File: config.mk
export PLATFORM = sky130hd
export DESIGN_NAME = blas_seq
export DESIGN_NICKNAME = d
export VERILOG_FILES = /design/src/sv/blas_pkg.sv /design/src/sv/blas_seq.sv
export VERILOG_INCLUDE_DIRS = /design/src /design/src/sv
export SDC_FILE = /design/constraint.sdc
export NUM_CORES = 1
export LEC_CHECK = 0
export BUFFER_PORTS_ARGS = -buffer_cell sky130_fd_sc_hd__buf_4
export CAP_MARGIN = 40
export CORE_MARGIN = 2
export CORE_UTILIZATION = 25
export CTS_BUF_LIST = sky130_fd_sc_hd__clkbuf_2
export DETAILED_ROUTE_END_ITERATION = 7
export GPL_TIMING_DRIVEN = 0
export PLACE_DENSITY_LB_ADDON = 0.15
export SLEW_MARGIN = 20
export SYNTH_ARGS = -nofsm -noshare
export SYNTH_HDL_FRONTEND = slang
export SYNTH_SLANG_ARGS = --single-unit
File: constraint.sdc
create_clock -name i_clk -period 2.1 [get_ports i_clk]
set_input_delay 0.315 -clock i_clk [delete_from_list [all_inputs] [get_ports i_clk]]
set_output_delay 0.315 -clock i_clk [all_outputs]
set_load 0.02 [all_outputs]
File: src/sv/assert_macros.svh
// Assertion macros shared by the brake level apogee search RTL.
// No dependencies; define ASSERT_OFF to compile the checks away.
`ifndef ASSERT_MACROS_SVH
`define ASSERT_MACROS_SVH
`ifndef ASSERT_OFF
// The property must hold at every clock edge outside reset.
`define ASSERT_RST(label, clk, rst_n, prop, msg) \
    label: assert property (@(posedge clk) disable iff (!(rst_n)) (prop)) else $error(msg);
// The condition must never be true at a clock edge outside reset.
`define ASSERT_NEVER(label, clk, rst_n, cond, msg) \
    label: assert property (@(posedge clk) disable iff (!(rst_n)) !(cond)) else $error(msg);
`else
`define ASSERT_RST(label, clk, rst_n, prop, msg)
`define ASSERT_NEVER(label, clk, rst_n, cond, msg)
`endif
`endif

File: src/sv/blas_pkg.sv
// Package for the brake level apogee search: constants, control word types
// and the microcode program. No dependencies.
package blas_pkg;

    localparam int DEF_SCENARIOS   = 16;
    localparam int DEF_CHECKPOINTS = 32;
    localparam int DEF_LEVELS      = 8;

    // Weights are Q2.14; sums of products are kept exactly in Q.14 units.
    localparam int Q_FRAC = 14;
    localparam int PW     = 33;
    localparam int DW     = 36;

    localparam logic [15:0] TARGET_RESET = 16'd3000;

    // Checkpoint is ceil(altitude / 1000), done as (alt + 999) * recip >> shift.
    // The reciprocal error stays below one part in a thousand over 18 bits.
    localparam int CP_DIVISOR = 1000;
    localparam int CP_ROUND   = CP_DIVISOR - 1;
    localparam int CP_SHIFT   = 28;
    localparam int CP_RECIP   = ((1 << CP_SHIFT) + CP_DIVISOR - 1) / CP_DIVISOR;
    localparam int ALTC_W     = 18;
    localparam int CP_RECIP_W = 19;
    localparam int CPP_W      = ALTC_W + CP_RECIP_W;
    localparam int CP_Q_W     = 8;

    localparam logic [1:0] KIND_COMPUTE = 2'd0;
    localparam logic [1:0] KIND_APOGEE  = 2'd1;
    localparam logic [1:0] KIND_PRED    = 2'd2;

    localparam int PC_W     = 4;
    localparam int PROG_LEN = 13;

    localparam logic [PC_W-1:0] PC_START  = 4'd0;
    localparam logic [PC_W-1:0] PC_LOOP   = 4'd6;
    localparam logic [PC_W-1:0] PC_PICK   = 4'd10;
    localparam logic [PC_W-1:0] PC_FINISH = 4'd12;

    // Memory port and multiplier operand selection.
    typedef enum logic [2:0] {
        SRC_NONE,
        SRC_A1,
        SRC_A2,
        SRC_P1,
        SRC_P2
    } t_src;

    typedef enum logic [1:0] {
        ACC_NONE,
        ACC_LOAD,
        ACC_ADD,
        ACC_CUR
    } t_acc;

    typedef enum logic [3:0] {
        MISC_NONE,
        MISC_WRITE_LOAD,
        MISC_CP_DIV,
        MISC_CP_CLAMP,
        MISC_BASE1,
        MISC_BASE2,
        MISC_SEARCH_INIT,
        MISC_LVL_INC,
        MISC_DIFF,
        MISC_CHOOSE,
        MISC_FINISH
    } t_misc;

    typedef enum logic [2:0] {
        COND_NEVER,
        COND_ALWAYS,
        COND_NOT_COMPUTE,
        COND_PROJ_LE,
        COND_LOOP_DONE,
        COND_OUT_FULL
    } t_cond;

    typedef struct packed {
        t_src             rd;
        t_src             mul;
        t_acc             acc;
        t_misc            misc;
        t_cond            cond;
        logic [PC_W-1:0]  target;
        logic             last;
    } t_ctrl;

    typedef struct packed {
        logic not_compute;
        logic proj_le;
        logic loop_done;
        logic out_full;
    } t_status;

    localparam t_ctrl CTRL_NOP = '{rd: SRC_NONE, mul: SRC_NONE, acc: ACC_NONE,
                                   misc: MISC_NONE, cond: COND_NEVER,
                                   target: PC_START, last: 1'b0};

    function automatic t_ctrl uop(input t_src rd, input t_src mul, input t_acc acc,
                                  input t_misc misc, input t_cond cond,
                                  input logic [PC_W-1:0] target, input logic last);
        return '{rd: rd, mul: mul, acc: acc, misc: misc, cond: cond,
                 target: target, last: last};
    endfunction

    // Program: a read issued in one step is multiplied in the next and
    // accumulated in the one after.
    function automatic t_ctrl ucode(input logic [PC_W-1:0] pc);
        t_ctrl w;
        unique case (pc)
            4'd0: w = uop(SRC_NONE, SRC_NONE, ACC_NONE, MISC_WRITE_LOAD,
                          COND_NOT_COMPUTE, PC_FINISH, 1'b0);
            4'd1: w = uop(SRC_A1, SRC_NONE, ACC_NONE, MISC_CP_DIV,
                          COND_NEVER, PC_START, 1'b0);
            4'd2: w = uop(SRC_A2, SRC_A1, ACC_NONE, MISC_CP_CLAMP,
                          COND_NEVER, PC_START, 1'b0);
            4'd3: w = uop(SRC_NONE, SRC_A2, ACC_LOAD, MISC_BASE1,
                          COND_NEVER, PC_START, 1'b0);
            4'd4: w = uop(SRC_NONE, SRC_NONE, ACC_ADD, MISC_BASE2,
                          COND_NEVER, PC_START, 1'b0);
            4'd5: w = uop(SRC_NONE, SRC_NONE, ACC_NONE, MISC_SEARCH_INIT,
                          COND_PROJ_LE, PC_FINISH, 1'b0);
            4'd6: w = uop(SRC_P1, SRC_NONE, ACC_NONE, MISC_NONE,
                          COND_LOOP_DONE, PC_PICK, 1'b0);
            4'd7: w = uop(SRC_P2, SRC_P1, ACC_NONE, MISC_NONE,
                          COND_NEVER, PC_START, 1'b0);
            4'd8: w = uop(SRC_NONE, SRC_P2, ACC_LOAD, MISC_NONE,
                          COND_NEVER, PC_START, 1'b0);
            4'd9: w = uop(SRC_NONE, SRC_NONE, ACC_CUR, MISC_LVL_INC,
                          COND_ALWAYS, PC_LOOP, 1'b0);
            4'd10: w = uop(SRC_NONE, SRC_NONE, ACC_NONE, MISC_DIFF,
                           COND_NEVER, PC_START, 1'b0);
            4'd11: w = uop(SRC_NONE, SRC_NONE, ACC_NONE, MISC_CHOOSE,
                           COND_NEVER, PC_START, 1'b0);
            4'd12: w = uop(SRC_NONE, SRC_NONE, ACC_NONE, MISC_FINISH,
                           COND_OUT_FULL, PC_FINISH, 1'b1);
            default: w = CTRL_NOP;
        endcase
        return w;
    endfunction

endpackage

File: src/sv/blas_seq.sv
// Microcode sequencer: step counter, program fetch and conditional jumps.
// Depends on blas_pkg and assert_macros.svh.
`include "assert_macros.svh"

module blas_seq import blas_pkg::*; (
    input  logic    i_clk,
    input  logic    i_rst_n,
    input  logic    i_start,
    input  t_status i_status,
    output t_ctrl   o_ctrl,
    output logic    o_busy
);

    logic            r_busy;
    logic [PC_W-1:0] r_pc;
    t_ctrl           word;
    logic            taken;

    assign word = ucode(r_pc);

    always_comb begin
        case (word.cond)
            COND_ALWAYS:      taken = 1'b1;
            COND_NOT_COMPUTE: taken = i_status.not_compute;
            COND_PROJ_LE:     taken = i_status.proj_le;
            COND_LOOP_DONE:   taken = i_status.loop_done;
            COND_OUT_FULL:    taken = i_status.out_full;
            default:          taken = 1'b0;
        endcase
    end

    always_ff @(posedge i_clk) begin
        if (!i_rst_n) begin
            r_busy <= 1'b0;
            r_pc   <= PC_START;
        end else if (!r_busy) begin
            if (i_start) begin
                r_busy <= 1'b1;
                r_pc   <= PC_START;
            end
        end else if (taken) begin
            r_pc <= word.target;
        end else if (word.last) begin
            r_busy <= 1'b0;
            r_pc   <= PC_START;
        end else begin
            r_pc <= PC_W'(r_pc + 1'b1);
        end
    end

    assign o_ctrl = r_busy ? word : CTRL_NOP;
    assign o_busy = r_busy;

    `ASSERT_NEVER(a_pc_range, i_clk, i_rst_n, r_busy && (r_pc >= PC_W'(PROG_LEN)), "step counter left the program")
    `ASSERT_RST(a_idle_pc, i_clk, i_rst_n, !r_busy |-> (r_pc == PC_START), "idle sequencer not parked at the first step")

endmodule

### Word level (Yosys, flattened, before mapping)

Memory sizes are Yosys's and may differ from the RTL's. A register that Yosys moved wholly into a read port is not among the register bits.
Cells that the tools add are included.

* add/subtract/negate cells: 1
* $mul: 0
* div/mod/pow operators: 0
* magnitude comparators: 0
* equality and inequality tests: 5
* shifts and indexed selects: 0
* mux-type cells: 12
* bitwise gates (word level): 0
* reduce and logical (&&, ||, !) cells: 1

Operators with widths (number)
* 2-to-1 mux 4 bit: 6
* 2-to-1 mux 20 bit: 1
* equality test 3 x 2 -> 1 bit, second input constant: 2
* equality test 3 bit, second input constant: 2
* one-hot mux 1 bit (5 select lines): 1
* adder 4 x 1 -> 4 bit, second input constant: 1
* 2-to-1 mux 1 bit: 4
* equality test 3 x 1 -> 1 bit, second input constant: 1
* nonzero test 2 bit: 1

* register bits: 5
* bits in latches: 0
* RAM bits: 0
* memory bits (read-only): 304
* bits of input ports: 7
* output and inout bits: 21
* word-level logic and storage cells: 22
* memories: 1

Memory list
* (name not given): words 16, bits a word 19, rd ports 1, clocked after memory_dff 1, write ports 0, RTL line blas_pkg.sv:110 `unique case (pc)`

### Longest topological paths before layout

Gate-level depths: netlist of the first run.

* depth after elaboration: 6
* depth in mapped cells: 11
* mapped depth without buffers: 10

### Least setup slack after synthesis of the first run

OpenSTA, ideal clock, no wires.

* path type: register to register
* start point: register r_busy (netlist: o_busy)
* end point: register, netlist name word[10]
* setup time: 120 ps
* arrival: 2100 ps
* data required time: 1980 ps
* slack: -120 ps
* stages on the path, launching flop included: 11
* buffers on the path: 2
* period minus slack after synthesis: 2220 ps
* path through: dfxtp_1 > clkbuf_1 > and2_1 > a222oi_1 > buf_2 > nor2_1 > inv_1 > ha_1 > inv_1 > nor3_1 > o31a_1

* cells in the longest elaborated chain, start to end: 3
* elaborated cells on any way between the ends: 4
* classes of those cells: mux (3); reduce/logical (1)

Ends and longest elaborated chain
* start: declaration: RTL line blas_seq.sv:14 `logic r_busy;`
* start signal: assignment: RTL line blas_seq.sv:34 `r_busy <= 1'b0;`
* start signal: assignment: RTL line blas_seq.sv:38 `r_busy <= 1'b1;`
* start signal: assignment: RTL line blas_seq.sv:44 `r_busy <= 1'b0;`
* 2-to-1 mux 4 bit or nonzero test 2 bit (tied branches)
* 2-to-1 mux 4 bit (no line) (*) (2 in a row)

Mark *: on every way between the ends. The rest lies on a longest branch, timed or not.
A chain may end at the register's enable or synchronous reset.

### Final worst setup path of the first run

* start point: register r_pc[0]
* end point: register, netlist name word[17]

* cells in the longest elaborated chain, start to end: 6

Ends and longest elaborated chain
* start: declaration: RTL line blas_seq.sv:15 `logic [PC_W-1:0] r_pc;`
* start signal: assignment: RTL line blas_seq.sv:42 `r_pc <= word.target;`
* start signal: assignment: RTL line blas_seq.sv:47 `r_pc <= PC_W'(r_pc + 1'b1);`
* adder 4 x 1 -> 4 bit: RTL line blas_seq.sv:47
* 2-to-1 mux 4 bit: RTL line blas_seq.sv:43 `end else if (word.last) begin`
* 2-to-1 mux 4 bit: RTL line blas_seq.sv:41 `end else if (taken) begin`
* 2-to-1 mux 4 bit: RTL line blas_seq.sv:36 `end else if (!r_busy) begin`
* 2-to-1 mux 4 bit (no line) (*) (2 in a row)

Marked as above.

==> impl_metrics.ini, run 1 <==
[run_status]
status = complete, but fails checks
violations = setup timing

[routing]
drc_errors = 0
vias = 1195
wl_um = 3645
routed_via_density = 4.509
wl_per_cell_um = 13.75
ant_nets = 0
detail_route.iter0.violations = 42
dr.pass1.iters = 4

[timing]
fin_skew_ns = 0.01531
rsz0062_at_grt = true
slew-limit-headroom_pct = 59.70
layout_setup_ws_ns = -0.02927
hold_violations = 0
finalMaxSlewViolations = 0
setup_violations = 1
max_freq_mhz = 469.6
fin_crit_ns = 2.129
min_period_over_period_pct = 101.4
fin_hold_ws_ns = 0.3239
tightest_slew_ns = 0.6045

[floorplanning]
die_y_um = 76.04
rows = 26
core_um2 = 5042
dieArea_um2 = 5782
start_util_pct = 25.73
io-pin-count = 28
die_w_um = 76.04

[logic_synthesis]
syn_inst = 143
synth_nets = 153
yosysSeqAreaShare_pct = 37.03
synth_top_area_share_pct = 37.03
yosys_warnings = 0
synthesis.area_um2 = 1297
synth_area_leaders = dfxtp_1, and2_1, nor2_1
syn_avg_cell_area_um2 = 9.073
synth.ff_latch_count = 24
synth_top_area_cell = dfxtp_1
netlist-cell-type-count = 49

[global_route]
grt-ovfl-total = 0
antenna_found_initial = 0
grt_pass1_wl_um = 5740
grt_pass1_vias = 1171
grt_usage_pct = 12.09
grt_max_degree = 15

[setup_path]
cp.required_ns = 2.34
rr_worst_depth = 7
critical_path.max_stage_delay_ns = 0.43
cp_slowest_cell = dfxtp_1
start_kind = register
path_delay_family = compound AO/OA/AOI/OAI gates
path_buf_inv = 1
startpoint = r_pc[0]
critPathCaptureType = register
rrSetupSlack_ns = -0.03
path_max_fanout = 6
r2r_start = r_pc[0]
path_depth = 7
critical_path_class = register to register
path_cells = ha_1, nor3b_1, a32oi_4, o211a_1, buf_6, a21oi_1, o32ai_1
endpoint = word[17]
timing.rr.end = word[17]
crit_arrival_ns = 2.37

[cells_and_area]
nets = 206
fillers = 498
regArea_um2 = 491.7
drive_above_1_share_pct = 52.82
antenna_cells = 0
layout_common_cells = buf_4, dfxtp_1, and2_1, nor2_1, nand2_1
multi_input_area_um2 = 979.7
syn_to_final_growth_pct = 60.37
layout_commonest_cell = buf_4
finalInstanceArea_um2 = 2081

[power_and_ir_drop]
powerDensity_nw_per_um2 = 599.2
vdd_ir_drop_max_uv = 268.1
seq_power_share_pct = 40.6
p_int_mw = 0.8576
p_clk_share_pct = 24.7
total_power_mw = 1.247
share_comb_of_total_power_pct = 34.7
p_sw_share_pct = 31.21
netSwitchingPower_mw = 0.3891
power.leakage_nw = 0.8416

[cts]
htreeDepth = 1
root_buffer = clkbuf_2
hold_buffers = 0
path_clk_slew_ns = 0.23
cts_sinks = 24
numCtsBuffers = 3
clk_latency_ns = 0.36
cts_tree = yes
clock_path_buffers = 2

[placement]
io_buffers = 25
gp_congestion = 0.8343
post-dp-hpwl_um = 2420
placed_area_um2 = 1580
pre_cts_ws_ns = -0.2504

[hold_path]
hp-class = primary input to register
min-delay-start = i_rst_n

[job]
cap_viol_max_count = 0
-- synth_stat cells, drive strengths merged --
cell type / instances
a32oi: 1
and2: 19
ha: 3
nor2: 12
nor3: 8
a21oi: 2
a222oi: 1
conb: 1
nand3: 2
nor4: 2
o41ai: 1
nand2b: 3
a211o: 2
nand4bb: 2
or3: 1
o21a: 6
a221oi: 1
nor3b: 2
clkbuf: 4
dfxtp: 24
nand2: 10
o21ai: 4
o211a: 1
o221ai: 2
xnor2: 2
inv: 9
a221o: 1
o31a: 1
nand4: 1
o211ai: 1
a211oi: 3
nor2b: 1
o32ai: 2
buf: 4
and3: 1
xor2: 1
mux2i: 2
-- cell type report --
| class | instances | area share [%] |
|---|---|---|
| Buffer | 8 | 2.586 |
| Clock buffer | 3 | 0.7216 |
| Clock inverter | 1 | 1.443 |
| Inverter | 9 | 1.864 |
| Multi-Input combinational cell | 102 | 47.08 |
| Sequential cell | 24 | 23.63 |
| Tap cell | 70 | 4.209 |
| Timing Repair Buffer | 48 | 18.46 |
-- registers in the layout (all words and copies together) (netlist names) --
signal,flops
word,19
r_pc,4
o_busy,1
-- what timing repair did --
| item | 4_1_cts | 5_1_grt |
|---|---|---|
| cloned | 0 | 0 |
| endpoints found under the setup margin | 9 | 17 |
| resized for setup | 20 | 34 |
| pin swaps | 3 | 26 |
| endpoints found under the hold margin | 0 | 0 |
| buffers inserted | 5 | 20 |
-- worst min path at each step --
| stage | slack, ns | depth (start not counted) | to |
|---|---|---|---|
| floorplan | 0.58 | 2 | o_busy |
| CTS | 0.31 | 2 | word[6] |
| finish | 0.32 | 2 | word[6] |
| global route | 0.32 | 2 | word[10] |
| global placement | 0.60 | 2 | o_busy |
| detailed placement | 0.61 | 2 | o_busy |
-- logic make-up after synthesis --
| family | share of synthesized area, % |
|---|---|
| compound gates | 21.12 |
| xor+xnor | 2.604 |
| fa+ha+maj | 2.893 |
| buf+inv | 5.689 |
| flops | 37.03 |
| mux | 1.543 |
| other cells | 0.2890 |
| simple gates | 28.83 |
-- routing by layer --
metal	wire length, um	up-vias	track usage (%)	part of all wire (%)
li1	-	607	-	-
met2	1801	16	20.36	49
met1	1684	567	16.11	46
met4	49	0	3.273	1.3
met3	109	5	2.014	3.0
met5	0	-	0	0
-- power groups by stage --
stage / sequential, mW / clock, mW / combinational (mW)
after floorplan: 0.510 / 0 / 0.203
after global placement: 0.513 / 0 / 0.274
after detailed placement: 0.514 / 0 / 0.277
after CTS: 0.506 / 0.319 / 0.320
after global routing: 0.510 / 0.337 / 0.463
final: 0.506 / 0.308 / 0.433
-- through the flow --
stage	TNS, ns	util, %	instances
after global placement	-0.6680	31.34	238
after global routing	-1.069	41.27	265
final	-0.02927	41.27	265
after detailed placement	-0.8809	31.34	238
after CTS	-0.005488	35.36	247
after floorplan	0	-	143
Power figures use the tool's default switching activity.
==> run 2, diff against run 1 <==
--- a/config.mk
+++ b/config.mk
@@ -6,6 +6,7 @@
 export SDC_FILE = /design/constraint.sdc
 export NUM_CORES = 1
 export LEC_CHECK = 0
+export ABC_AREA = 1
 export BUFFER_PORTS_ARGS = -buffer_cell sky130_fd_sc_hd__buf_4
 export CAP_MARGIN = 40
 export CORE_MARGIN = 2
@@ -14,6 +15,7 @@
 export DETAILED_ROUTE_END_ITERATION = 7
 export GPL_TIMING_DRIVEN = 0
 export PLACE_DENSITY_LB_ADDON = 0.15
+export REMOVE_ABC_BUFFERS = 1
 export SLEW_MARGIN = 20
 export SYNTH_ARGS = -nofsm -noshare
 export SYNTH_HDL_FRONTEND = slang
==> impl_metrics.ini, run 2 <==
[run_status]
status = completed

[routing]
routed_via_density = 3.819
dr.pass1.iters = 4
wl_per_cell_um = 9.069
ant_nets = 0
wl_um = 2512
drc_errors = 0
vias = 1058
detail_route.iter0.violations = 17

[global_route]
gr-usage-met3_pct = 1.720
grt_pass1_wl_um = 4243
grt-ovfl-total = 0
grt_pass1_vias = 959
grt_use_met2_pct = 15.46
use_met1_pct = 12.97
grt_max_degree = 15
busiest_layer = met2
antenna_found_initial = 0
grt_usage_pct = 9.709

[power_and_ir_drop]
vdd_ir_drop_max_uv = 223.4
powerDensity_nw_per_um2 = 681.4
power.leakage_nw = 0.9339

[logic_synthesis]
syn_inst = 181
ys_top_cells_by_count = nand2_1, inv_1, dfxtp_1
synth-main-ff-cell = dfxtp_1
yosysMostFrequentCell = nand2_1
async_reset_ff_share_pct = 0
synth_edf_count = 0
netlist-cell-type-count = 27
synth.ff_latch_count = 24
yosysSeqAreaShare_pct = 37.39
synth_top_area_share_pct = 37.39
syn_avg_cell_area_um2 = 7.099
synthesis.area_um2 = 1285
yosys_warnings = 0
synth_area_leaders = dfxtp_1, nand2_1, inv_1
synth_top_area_cell = dfxtp_1

[setup_path]
start_kind = register
crit_arrival_ns = 2.20
critical_path.max_stage_delay_ns = 0.45
cp_slowest_cell = dfxtp_1
rr_worst_depth = 13
endpoint = word[17]
path_delay_family = simple AND/OR/NAND/NOR gates
rrSetupSlack_ns = 0.20
cp.required_ns = 2.40
path_max_fanout = 5
critical_path_class = register to register
startpoint = word[7]
path_depth = 13
path_buf_inv = 3
path_cells = inv_2, a21oi_2, nand2_2, nand3_1, nand3_1, nand2_1, nand2_2, inv_1, ha_1, inv_1, nor2_2, nand2_1, o21ai_0
critPathCaptureType = register
timing.rr.end = word[17]
r2r_start = word[7]

[cts]
hold_buffers = 0
clock_path_buffers = 2
clk_latency_ns = 0.35
cts.repair.resized = 0
cts_tree = yes
cts_sinks = 24
path_clk_slew_ns = 0.23
post_cts_buffers = 0
htreeDepth = 1
numCtsBuffers = 3
root_buffer = clkbuf_2

[hold_path]
hp-class = primary input to register

[placement]
io_buffers = 26
dp_cells = 273
placed_area_um2 = 1541
gp_congestion = 0.8483
post-dp-hpwl_um = 2035

[cells_and_area]
layout_common_cells = nand2_1, inv_1, buf_4, dfxtp_1, nand3_1
instances_no_fill = 277
antenna_cells = 0
finalInstanceArea_um2 = 1588
drive_above_1_share_pct = 30.43
largest_register_ff_count = 19
nets = 218
layout_commonest_cell = nand2_1
post-route-util_pct = 31.49
syn_to_final_growth_pct = 23.56

[floorplanning]
start_util_pct = 25.48
io-pin-count = 28
die_y_um = 75.70
dieArea_um2 = 5730
rows = 26
die_w_um = 75.70
core_um2 = 5042

[timing]
hold_violations = 0
finalMaxSlewViolations = 0
fin_crit_ns = 1.897
setup_violations = 0
fin_skew_ns = 0.01073
min_period_over_period_pct = 90.32
fin_hold_ws_ns = 0.2506
max_freq_mhz = 527.2
rsz0062_at_grt = false

[job]
cap_viol_max_count = 0
-- run 2: cell types whose count changed after synthesis, sizes merged, moves of 4 or more --
cell | previous run | this run
nand3 | 2 | 15
inv | 9 | 43
nor3 | 8 | 0
o21ai | 4 | 8
o21a | 6 | 1
nand2 | 10 | 64
and2 | 19 | 0
-- run 2: metal layers --
metal | up-vias | part of all wire (%)
met1 | 445 | 48
met2 | 20 | 45
li1 | 589 | -
met3 | 4 | 5.1
met5 | - | 0
met4 | 0 | 1.3
-- run 2: worst min path at each step --
| stage | startpoint | end | slack [ns] | cells after the start |
|---|---|---|---|---|
| final | i_start | o_busy | 0.25 | 3 |
| after global routing | i_rst_n | o_busy | 0.27 | 3 |
| after CTS | i_start | o_busy | 0.25 | 3 |
| after detailed placement | word[0] | o_busy | 0.58 | 3 |
| after global placement | word[0] | o_busy | 0.58 | 3 |
| after floorplan | i_rst_n | r_pc[1] | 0.45 | 2 |
-- run 2: stage by stage --
stage / total power [mW] / worst slack, ns / setup TNS, ns
6_report: 1.082 / 0.2033 / 0
4_1_cts: 1.105 / 0.03742 / 0
3_5_place_dp: 0.7915 / 0.08402 / 0
2_1_floorplan: 0.7097 / 0.1642 / 0
5_1_grt: 1.148 / 0.005127 / 0
3_3_place_gp: 0.7905 / -0.1892 / -1.412
-- run 2: layout make-up --
type / count / area (um^2)
Fill cell: 581 / 3455
Multi-Input combinational cell: 108 / 598.1
Sequential cell: 24 / 481.7
Timing Repair Buffer: 27 / 206.4
Inverter: 44 / 168.9
Tap cell: 70 / 87.58
Clock inverter: 1 / 30.03
Clock buffer: 3 / 15.01
-- run 2: power breakdown --
part / switching, mW / internal [mW]
Sequential: 0.0223 / 0.498
Clock: 0.142 / 0.164
Combinational: 0.163 / 0.0927
-- run 2: worst min-delay path: cells and delay by family --
kind,cells,cell delay (ns)
AOI/OAI and AO/OA,2,0.18
buffers and inverters,1,0.08
-- run 2: cells by family (layout without fill, tap and decap cells) --
| group | Yosys count | count (layout) | synth area share (%) |
|---|---|---|---|
| simple gates | 90 | 90 | 36.51 |
| buf+inv | 49 | 75 | 16.07 |
| flops | 24 | 24 | 37.39 |
| compound gates | 14 | 14 | 6.816 |
| fa+ha+maj | 3 | 3 | 2.921 |
| other cells | 1 | 1 | 0.2918 |
